<file path="config.mk">
export PLATFORM = sky130hd
export DESIGN_NAME = rle_packet_decoder_unit
export DESIGN_NICKNAME = d
export VERILOG_FILES = /design/src/rtl/rpd_pkg.sv /design/src/rtl/rpd_front.sv /design/src/rtl/rpd_queue.sv /design/src/rtl/rpd_back.sv /design/src/rtl/rle_packet_decoder_unit.sv
export SDC_FILE = /design/constraint.sdc
export NUM_CORES = 1
export LEC_CHECK = 0
export BUFFER_PORTS_ARGS = -buffer_cell sky130_fd_sc_hd__clkbuf_2
export CAP_MARGIN = 20
export CORE_ASPECT_RATIO = 1.4
export CORE_MARGIN = 5
export CORE_UTILIZATION = 30
export DETAILED_ROUTE_END_ITERATION = 16
export MAX_ROUTING_LAYER = met4
export SLEW_MARGIN = 10
export SYNTH_ARGS = -nofsm -noshare
export SYNTH_HDL_FRONTEND = slang
export SYNTH_SLANG_ARGS = --single-unit
</file>
<file path="constraint.sdc">
create_clock -name clk -period 8.5 [get_ports clk]
set_clock_uncertainty 0.2 [all_clocks]
set_input_delay 2.55 -clock clk [delete_from_list [all_inputs] [get_ports clk]]
set_output_delay 2.55 -clock clk [all_outputs]
set_load 0.02 [all_outputs]
</file>
<file path="src/rtl/rpd_pkg.sv">
// ----------------------------------------------------------------------------
// rpd_pkg: shared types and constants of the run-length packet decoder
// Holds the classified byte that the front stage hands to the back stage.
// ----------------------------------------------------------------------------
`default_nettype none

package rpd_pkg;

	// Largest number of pixels in one packet; the header's low seven bits plus one.
	localparam int unsigned MaxPacketPixels = 128;

	// Bytes per pixel that the decoder supports at most.
	localparam int unsigned MaxBytesPerPixel = 4;

	localparam int unsigned ByteW  = 8;
	localparam int unsigned PixelW = ByteW * MaxBytesPerPixel;
	localparam int unsigned CountW = 32;
	localparam int unsigned BppW   = 3;
	localparam int unsigned IdxW   = $clog2(MaxBytesPerPixel);
	localparam int unsigned LenW   = $clog2(MaxPacketPixels) + 1;

	// Configuration register indexes.
	typedef enum logic [0:0] {
		CFG_BYTES_PER_PIXEL = 1'b0,
		CFG_PIXEL_COUNT     = 1'b1
	} cfg_index_t;

	// One stream byte together with its meaning if it turns out to be a header.
	typedef struct packed {
		logic              run;   // header would start a run packet
		logic [LenW-1:0]   len;   // pixels the packet would hold
		logic [ByteW-1:0]  data;  // the raw byte
	} rpd_item_t;

endpackage

`default_nettype wire

</file>
<file path="src/rtl/rpd_front.sv">
// ----------------------------------------------------------------------------
// rpd_front: input stage of the run-length packet decoder
// Registers each stream byte and classifies it as a possible packet header.
// ----------------------------------------------------------------------------
`default_nettype none

module rpd_front (
	input  wire logic                      clk,
	input  wire logic                      arst_n,
	input  wire logic                      in_valid,
	output logic                           in_ready,
	input  wire logic [rpd_pkg::ByteW-1:0] stream_byte,
	output logic                           item_valid,
	input  wire logic                      item_ready,
	output rpd_pkg::rpd_item_t             item
);
	import rpd_pkg::*;

	logic      valid_s1;
	rpd_item_t item_s1;

	// The stage refills in the same cycle that the queue drains it.
	assign in_ready   = !valid_s1 || item_ready;
	assign item_valid = valid_s1;
	assign item       = item_s1;

	always_ff @(posedge clk or negedge arst_n) begin
		if (!arst_n) begin
			valid_s1 <= 1'b0;
		end else if (in_ready) begin
			valid_s1 <= in_valid;
		end
	end

	// Both packet kinds hold the header's low seven bits plus one pixels.
	always_ff @(posedge clk) begin
		if (in_ready && in_valid) begin
			item_s1.data <= stream_byte;
			item_s1.run  <= stream_byte[ByteW-1];
			item_s1.len  <= LenW'({1'b0, stream_byte[ByteW-2:0]}) + LenW'(1);
		end
	end

endmodule

`default_nettype wire

</file>
<file path="src/rtl/rpd_queue.sv">
// ----------------------------------------------------------------------------
// rpd_queue: short queue between front and back of the packet decoder
// A small circular buffer of classified bytes with full and empty flags.
// ----------------------------------------------------------------------------
`default_nettype none

module rpd_queue #(
	parameter int unsigned DEPTH = 2
) (
	input  wire logic               clk,
	input  wire logic               arst_n,
	input  wire logic               push_valid,
	output logic                    push_ready,
	input  wire rpd_pkg::rpd_item_t push_item,
	output logic                    pop_valid,
	input  wire logic               pop_ready,
	output rpd_pkg::rpd_item_t      pop_item
);
	import rpd_pkg::*;

	localparam int unsigned PtrW = (DEPTH > 1) ? $clog2(DEPTH) : 1;
	localparam int unsigned CntW = $clog2(DEPTH + 1);

	rpd_item_t           entries_q [DEPTH];
	logic [PtrW-1:0]     wr_ptr_q;
	logic [PtrW-1:0]     rd_ptr_q;
	logic [CntW-1:0]     fill_q;
	logic                push;
	logic                pop;

	assign push_ready = (fill_q != CntW'(DEPTH));
	assign pop_valid  = (fill_q != '0);
	assign pop_item   = entries_q[rd_ptr_q];
	assign push       = push_valid && push_ready;
	assign pop        = pop_valid && pop_ready;

	always_ff @(posedge clk or negedge arst_n) begin
		if (!arst_n) begin
			wr_ptr_q <= '0;
			rd_ptr_q <= '0;
			fill_q   <= '0;
		end else begin
			if (push) begin
				wr_ptr_q <= (wr_ptr_q == PtrW'(DEPTH - 1)) ? '0 : wr_ptr_q + PtrW'(1);
			end
			if (pop) begin
				rd_ptr_q <= (rd_ptr_q == PtrW'(DEPTH - 1)) ? '0 : rd_ptr_q + PtrW'(1);
			end
			if (push && !pop) begin
				fill_q <= fill_q + CntW'(1);
			end else if (pop && !push) begin
				fill_q <= fill_q - CntW'(1);
			end
		end
	end

	always_ff @(posedge clk) begin
		if (push) begin
			entries_q[wr_ptr_q] <= push_item;
		end
	end

endmodule

`default_nettype wire

</file>
<file path="src/rtl/rpd_back.sv">
// ----------------------------------------------------------------------------
// rpd_back: packet decoding stage of the run-length packet decoder
// Tracks packets, assembles pixels, counts them against the image size and
// holds each result in an output register.
// ----------------------------------------------------------------------------
`default_nettype none

module rpd_back (
	input  wire logic                       clk,
	input  wire logic                       arst_n,
	input  wire logic [rpd_pkg::BppW-1:0]   bytes_per_pixel,
	input  wire logic [rpd_pkg::CountW-1:0] pixel_count,
	input  wire logic                       item_valid,
	output logic                            item_ready,
	input  wire rpd_pkg::rpd_item_t         item,
	output logic                            out_valid,
	input  wire logic                       out_ready,
	output logic [rpd_pkg::PixelW-1:0]      pixel_value,
	output logic [rpd_pkg::ByteW-1:0]       repeat_count,
	output logic                            image_done,
	output logic                            overflow_error
);
	import rpd_pkg::*;

	localparam int unsigned AsmW = PixelW - ByteW;

	// Decode state.
	logic                expect_header_q;
	logic                run_packet_q;
	logic [LenW-1:0]     left_q;
	logic [IdxW-1:0]     byte_index_q;
	logic [AsmW-1:0]     assembly_q;
	logic [CountW-1:0]   pixels_done_q;

	// Output register.
	logic                out_valid_q;
	logic [PixelW-1:0]   pixel_q;
	logic [ByteW-1:0]    repeat_q;
	logic                done_q;
	logic                err_q;

	logic                step;
	logic [IdxW-1:0]     last_index;
	logic                last_byte;
	logic [PixelW-1:0]   shifted;
	logic [PixelW-1:0]   pixel;
	logic [CountW:0]     diff;
	logic [CountW-1:0]   remaining;
	logic [LenW-1:0]     want;
	logic                want_lt_rem;
	logic [LenW-1:0]     count;
	logic                done;
	logic                err;
	logic [LenW-1:0]     left_next;
	logic                emit;

	assign item_ready = !out_valid_q || out_ready;
	assign step       = item_valid && item_ready;

	// Out-of-range pixel widths clamp: zero acts as one, above four acts as four.
	always_comb begin
		case (bytes_per_pixel) inside
			[3'd0:3'd1]: last_index = IdxW'(0);
			3'd2:        last_index = IdxW'(1);
			3'd3:        last_index = IdxW'(2);
			default:     last_index = IdxW'(3);
		endcase
	end

	// A byte index past the last one (pixel width lowered mid-pixel) also ends the pixel.
	assign last_byte = !(byte_index_q < last_index);
	assign shifted   = PixelW'(item.data) << {byte_index_q, 3'b000};
	assign pixel     = {{ByteW{1'b0}}, assembly_q} | shifted;

	// Pixels still owed to the image; nothing if the count was lowered below the progress.
	assign diff      = {1'b0, pixel_count} - {1'b0, pixels_done_q};
	assign remaining = diff[CountW] ? '0 : diff[CountW-1:0];

	assign want        = run_packet_q ? left_q : LenW'(1);
	assign want_lt_rem = (remaining[CountW-1:LenW] != '0) || (want < remaining[LenW-1:0]);
	assign count       = want_lt_rem ? want : remaining[LenW-1:0];
	assign done        = !want_lt_rem;
	assign err         = done && (left_q > count);
	assign left_next   = left_q - want;

	assign emit = step && !expect_header_q && last_byte;

	always_ff @(posedge clk or negedge arst_n) begin
		if (!arst_n) begin
			expect_header_q <= 1'b1;
			run_packet_q    <= 1'b0;
			left_q          <= '0;
			byte_index_q    <= '0;
			assembly_q      <= '0;
			pixels_done_q   <= '0;
			out_valid_q     <= 1'b0;
		end else begin
			if (emit) begin
				out_valid_q <= 1'b1;
			end else if (out_ready) begin
				out_valid_q <= 1'b0;
			end

			if (step) begin
				if (expect_header_q) begin
					run_packet_q    <= item.run;
					left_q          <= item.len;
					expect_header_q <= 1'b0;
					byte_index_q    <= '0;
					assembly_q      <= '0;
				end else if (!last_byte) begin
					assembly_q   <= assembly_q | shifted[AsmW-1:0];
					byte_index_q <= byte_index_q + IdxW'(1);
				end else begin
					byte_index_q <= '0;
					assembly_q   <= '0;
					if (done) begin
						// Image complete or clipped: start over on a new image.
						expect_header_q <= 1'b1;
						run_packet_q    <= 1'b0;
						left_q          <= '0;
						pixels_done_q   <= '0;
					end else begin
						pixels_done_q <= pixels_done_q + CountW'(count);
						left_q        <= left_next;
						if (left_next == '0) begin
							expect_header_q <= 1'b1;
						end
					end
				end
			end
		end
	end

	always_ff @(posedge clk) begin
		if (emit) begin
			pixel_q  <= pixel;
			repeat_q <= ByteW'(count);
			done_q   <= done;
			err_q    <= err;
		end
	end

	assign out_valid      = out_valid_q;
	assign pixel_value    = pixel_q;
	assign repeat_count   = repeat_q;
	assign image_done     = done_q;
	assign overflow_error = err_q;

endmodule

`default_nettype wire

</file>
<file path="src/rtl/rle_packet_decoder_unit.sv">
// ----------------------------------------------------------------------------
// rle_packet_decoder_unit: run-length packet decoder for TGA pixel streams
// Turns the compressed byte stream into pixels with repeat counts.
// ----------------------------------------------------------------------------
// The compressed stream enters one byte per transfer on in_valid/in_ready.
// A header byte below 128 opens a raw packet of header+1 literal pixels; any
// other header opens a run of header-127 copies of one pixel. Each pixel is
// built from bytes_per_pixel bytes, first byte lowest, and leaves as one
// transfer on out_valid/out_ready: one per raw pixel with repeat_count 1,
// one per run with the whole count. Header bytes and the inner bytes of a
// pixel produce no result. The transfer that reaches pixel_count carries
// image_done; a packet that passes it is clipped and also flags
// overflow_error. The next byte then starts a new image.
// Throughput is one byte per clock. The result of the byte that completes a
// pixel passes the input register, the queue and the output register. A
// stalled receiver holds the output register; the queue keeps the input
// side flowing until it fills, then in_ready drops. Reset clears the decode
// state and sets bytes_per_pixel to 4 and pixel_count to 1. Registers are
// written through cfg_write_en while idle; only the user enforces that.
// ----------------------------------------------------------------------------
`default_nettype none

module rle_packet_decoder_unit #(
	parameter int unsigned QUEUE_DEPTH = 2
) (
	input  wire logic                       clk,
	input  wire logic                       arst_n,
	// configuration write port
	input  wire logic                       cfg_write_en,
	input  wire logic [0:0]                 cfg_index,
	input  wire logic [rpd_pkg::CountW-1:0] cfg_data,
	// compressed byte stream
	input  wire logic                       in_valid,
	output logic                            in_ready,
	input  wire logic [rpd_pkg::ByteW-1:0]  stream_byte,
	// decoded pixels
	output logic                            out_valid,
	input  wire logic                       out_ready,
	output logic [rpd_pkg::PixelW-1:0]      pixel_value,
	output logic [rpd_pkg::ByteW-1:0]       repeat_count,
	output logic                            image_done,
	output logic                            overflow_error
);
	import rpd_pkg::*;

	logic [BppW-1:0]   bytes_per_pixel_q;
	logic [CountW-1:0] pixel_count_q;

	logic              front_valid;
	logic              front_ready;
	rpd_item_t         front_item;
	logic              back_valid;
	logic              back_ready;
	rpd_item_t         back_item;

	// Configuration registers. Writes leave the decode state untouched.
	always_ff @(posedge clk or negedge arst_n) begin
		if (!arst_n) begin
			bytes_per_pixel_q <= BppW'(MaxBytesPerPixel);
			pixel_count_q     <= CountW'(1);
		end else if (cfg_write_en) begin
			case (cfg_index_t'(cfg_index))
				CFG_BYTES_PER_PIXEL: bytes_per_pixel_q <= cfg_data[BppW-1:0];
				CFG_PIXEL_COUNT:     pixel_count_q     <= cfg_data;
				default: ;
			endcase
		end
	end

	// Front: registers each byte and classifies it as a potential header.
	rpd_front u_front (
		.clk         (clk),
		.arst_n      (arst_n),
		.in_valid    (in_valid),
		.in_ready    (in_ready),
		.stream_byte (stream_byte),
		.item_valid  (front_valid),
		.item_ready  (front_ready),
		.item        (front_item)
	);

	// Queue decouples the front from output back-pressure.
	rpd_queue #(
		.DEPTH (QUEUE_DEPTH)
	) u_queue (
		.clk        (clk),
		.arst_n     (arst_n),
		.push_valid (front_valid),
		.push_ready (front_ready),
		.push_item  (front_item),
		.pop_valid  (back_valid),
		.pop_ready  (back_ready),
		.pop_item   (back_item)
	);

	// Back: packet tracking, pixel assembly, image counting and the output register.
	rpd_back u_back (
		.clk             (clk),
		.arst_n          (arst_n),
		.bytes_per_pixel (bytes_per_pixel_q),
		.pixel_count     (pixel_count_q),
		.item_valid      (back_valid),
		.item_ready      (back_ready),
		.item            (back_item),
		.out_valid       (out_valid),
		.out_ready       (out_ready),
		.pixel_value     (pixel_value),
		.repeat_count    (repeat_count),
		.image_done      (image_done),
		.overflow_error  (overflow_error)
	);

endmodule

`default_nettype wire

</file>
==> impl_metrics.toml <==
[status]
outcome = "finished, final reports clean"

[layout]
fillers = 3811
drive_gt1_frac = 0.185
nets = 1243
antennaDiodeCount = 0
area_delta_synth_final_pct = 13.4
fin_area_mm2 = 0.0128

[hold_path]
hold_class = "flip-flop to flip-flop"
hold_end = "u_queue.entries_q[0][11]$_DFFE_PP_"
whs_path_depth = 0
min_from = "u_front.item[11]$_DFFE_PP_"

[critical_path]
cp_slowest_stage_delay_ns = 0.54
worst_r2r_endpoint = "u_back.pixels_done_q[29]$_DFFE_PN0P_"
ff2ff_path_depth = 28
startpoint_type = "flip-flop"
path_buf_inv = 1
worst_ep_arrival_time_ns = 7.60
setup.worst_path.end_class = "flip-flop"
crit_fanout = 38
cp_slowest_cell = "dfstp_2"
r2r_start = "pixel_count_q[0]$_DFFE_PN1P_"
cp.required_ns = 8.62
rrSetupSlack_ns = 1.02
path_class = "flip-flop to flip-flop"
cp_top_family = "compound AO/OA/AOI/OAI gates"

[placed_design]
numPortBuffers = 89
dpl.hpwl_um = 22100
placed_area_mm2 = 0.0122
gp_congestion = 0.941

[floorplan]
start_util = 0.302
die-area_mm2 = 0.0417
rows = 84
pin_count = 90
core_mm2 = 0.0374
dieHeight_um = 240
die_w_um = 174

[timing]
tightest_slew_ns = 0.976
fmax_mhz = 134
slew_violations = 0
fin_setup_tns_ns = 0
rsz0062_at_grt = "no"
hold_viol_final = 0
period_minus_slack_ns = 7.48
relSlewSlack = 0.349
finalCritPeriodShare = 0.880
setup_viol = 0

[route]
drt_iter0_drc = 473
met2_wirelength_um = 16000
dr_wl_met3_um = 935
vias_per_cell = 5.20
wl_met1_um = 11400
vias = 8425
ant_nets = 0
top_layer = "met4"
remaining_drc_errors = 0
wirelength_um = 29600
first_pass_iters = 5
wl_per_cell_um = 18.3

[yosys]
synth_top_area_frac = 0.239
yosys_most_used_dff = "dfrtp_1"
synth_top_area_cell = "edfxtp_1"
synth_async_sr_flop_share = 0.548
synth-edff-count = 90
synth_common_cells = "dfrtp_1, nor2_1, edfxtp_1, a21oi_1, nand2_1"
yosys_warnings = 0
ys_seq_area_frac = 0.481
syn_area_mm2 = 0.0113
yosys-top-cells-area = "edfxtp_1, dfrtp_1, ha_1"
ys_types = 89
synthCells = 1056
ys_ff_latch = 199
syn-num-nets = 1165
synth_area_per_cell_um2 = 10.7
yosysMostFrequentCell = "dfrtp_1"

[clock_tree]
cts_hold_buf = 0
post_cts_buffers = 0
cts_sinks = 199
clockBufferDepth = 2
cts_resized = 0
path_clk_slew_ns = 0.09
clock-root-buffer = "clkbuf_16"
insertion_delay_ns = 0.46
cts_tree = "built"
htree_levels = 4
cts_made_buffers = 17

[power]
power_density_mw_per_mm2 = 385
p_leak_nw = 5.31
peakVddDrop_v = 0.000169

[flow_run]
cap_violations = 0

[global_routing]
grt_max_degree = 72
grt-ovfl-total = 0
grt_pass1_vias = 8447
grt.total_usage = 0.146
grt_pass1_wl_um = 46300
antenna_found_initial = 0
-- cells by family after synthesis --
group           after synthesis  synth area share
mux                          78            0.0769
buf+inv                      93            0.0373
flops                       199             0.481
xor+xnor                     46            0.0356
simple gates                314             0.139
compound gates              263             0.159
fa+ha+maj                    63            0.0711
-- final cells by class --
class / instances / area, µm² / area share
Clock inverter: 14 / 193 / 0.0150
Inverter: 57 / 214 / 0.0167
Tap cell: 473 / 592 / 0.0462
Sequential cell: 199 / 5430 / 0.424
Timing Repair Buffer: 95 / 493 / 0.0385
Multi-Input combinational cell: 764 / 5450 / 0.425
Clock buffer: 18 / 439 / 0.0343
-- where the power goes --
part           total, mW  leakage [nW]  internal, mW  switching [mW]
logic               2.47          2.78         0.915            1.56
registers           1.61          2.23          1.41           0.204
clock network      0.853         0.303         0.414           0.439
-- cell usage in the layout (no fill, tap or decap), types with 8 or more instances in the layout --
| cell type | instances |
|---|---|
| o22ai_1 | 11 |
| inv_1 | 55 |
| ha_1 | 61 |
| nand4_1 | 17 |
| o21ai_0 | 33 |
| nand2b_1 | 16 |
| mux2i_1 | 28 |
| or3_1 | 12 |
| clkbuf_2 | 88 |
| o21bai_1 | 32 |
| nand2_1 | 68 |
| nor2_1 | 91 |
| clkbuf_16 | 17 |
| a21o_1 | 20 |
| nor2b_1 | 8 |
| nand3_1 | 31 |
| xor2_1 | 13 |
| edfxtp_1 | 90 |
| a21oi_1 | 81 |
| xnor2_1 | 33 |
| mux2_2 | 43 |
| dfrtp_1 | 106 |
| nor3_1 | 30 |
| o21a_1 | 12 |
-- flip-flops by register name (all words and copies together), names as in the netlist --
signal                  count
u_back.byte_index_q         2
u_queue.entries_q          32
pixel_count_q              32
u_back.image_done           1
u_queue.wr_ptr_q            1
bytes_per_pixel_q           3
u_front.item               16
u_back.assembly_q          24
u_queue.rd_ptr_q            1
u_back.run_packet_q         1
u_back.expect_header_q      1
u_back.overflow_error       1
u_back.pixels_done_q       32
u_back.repeat_count         8
u_back.out_valid            1
u_back.left_q               8
u_queue.fill_q              2
u_back.pixel_value         32
u_front.item_valid          1
-- worst max path at each step --
stage                                      start                                    to  slack [ns]  depth (start not counted)
floorplan           pixel_count_q[0]$_DFFE_PN1P_  u_back.pixels_done_q[29]$_DFFE_PN0P_        2.16                         31
global placement    pixel_count_q[0]$_DFFE_PN1P_  u_back.pixels_done_q[29]$_DFFE_PN0P_        1.36                         28
detailed placement  pixel_count_q[0]$_DFFE_PN1P_  u_back.pixels_done_q[29]$_DFFE_PN0P_        1.14                         28
CTS                 pixel_count_q[0]$_DFFE_PN1P_  u_back.pixels_done_q[29]$_DFFE_PN0P_        1.08                         28
global route        pixel_count_q[0]$_DFFE_PN1P_  u_back.pixels_done_q[29]$_DFFE_PN0P_        0.58                         28
finish              pixel_count_q[0]$_DFFE_PN1P_  u_back.pixels_done_q[29]$_DFFE_PN0P_        1.02                         28
-- per-stage QoR --
stage	utilization	hold WS (ns)	worst slack, ns	instances	power [mW]
2_1_floorplan	-	0.221	2.16	1056	3.46
3_3_place_gp	0.326	0.226	1.36	1588	4.06
3_5_place_dp	0.326	0.232	1.14	1588	4.09
4_1_cts	0.343	0.252	1.08	1620	4.97
5_1_grt	0.343	0.262	0.582	1620	5.28
6_report	0.343	0.249	1.02	1620	4.94
-- routing by layer --
layer | track usage | up-vias
li1 | - | 4022
met1 | 0.153 | 4124
met2 | 0.268 | 217
met3 | 0.0189 | 62
met4 | 0.0701 | 0
met5 | - | -
No activity file was read; power rests on OpenSTA's default activity.
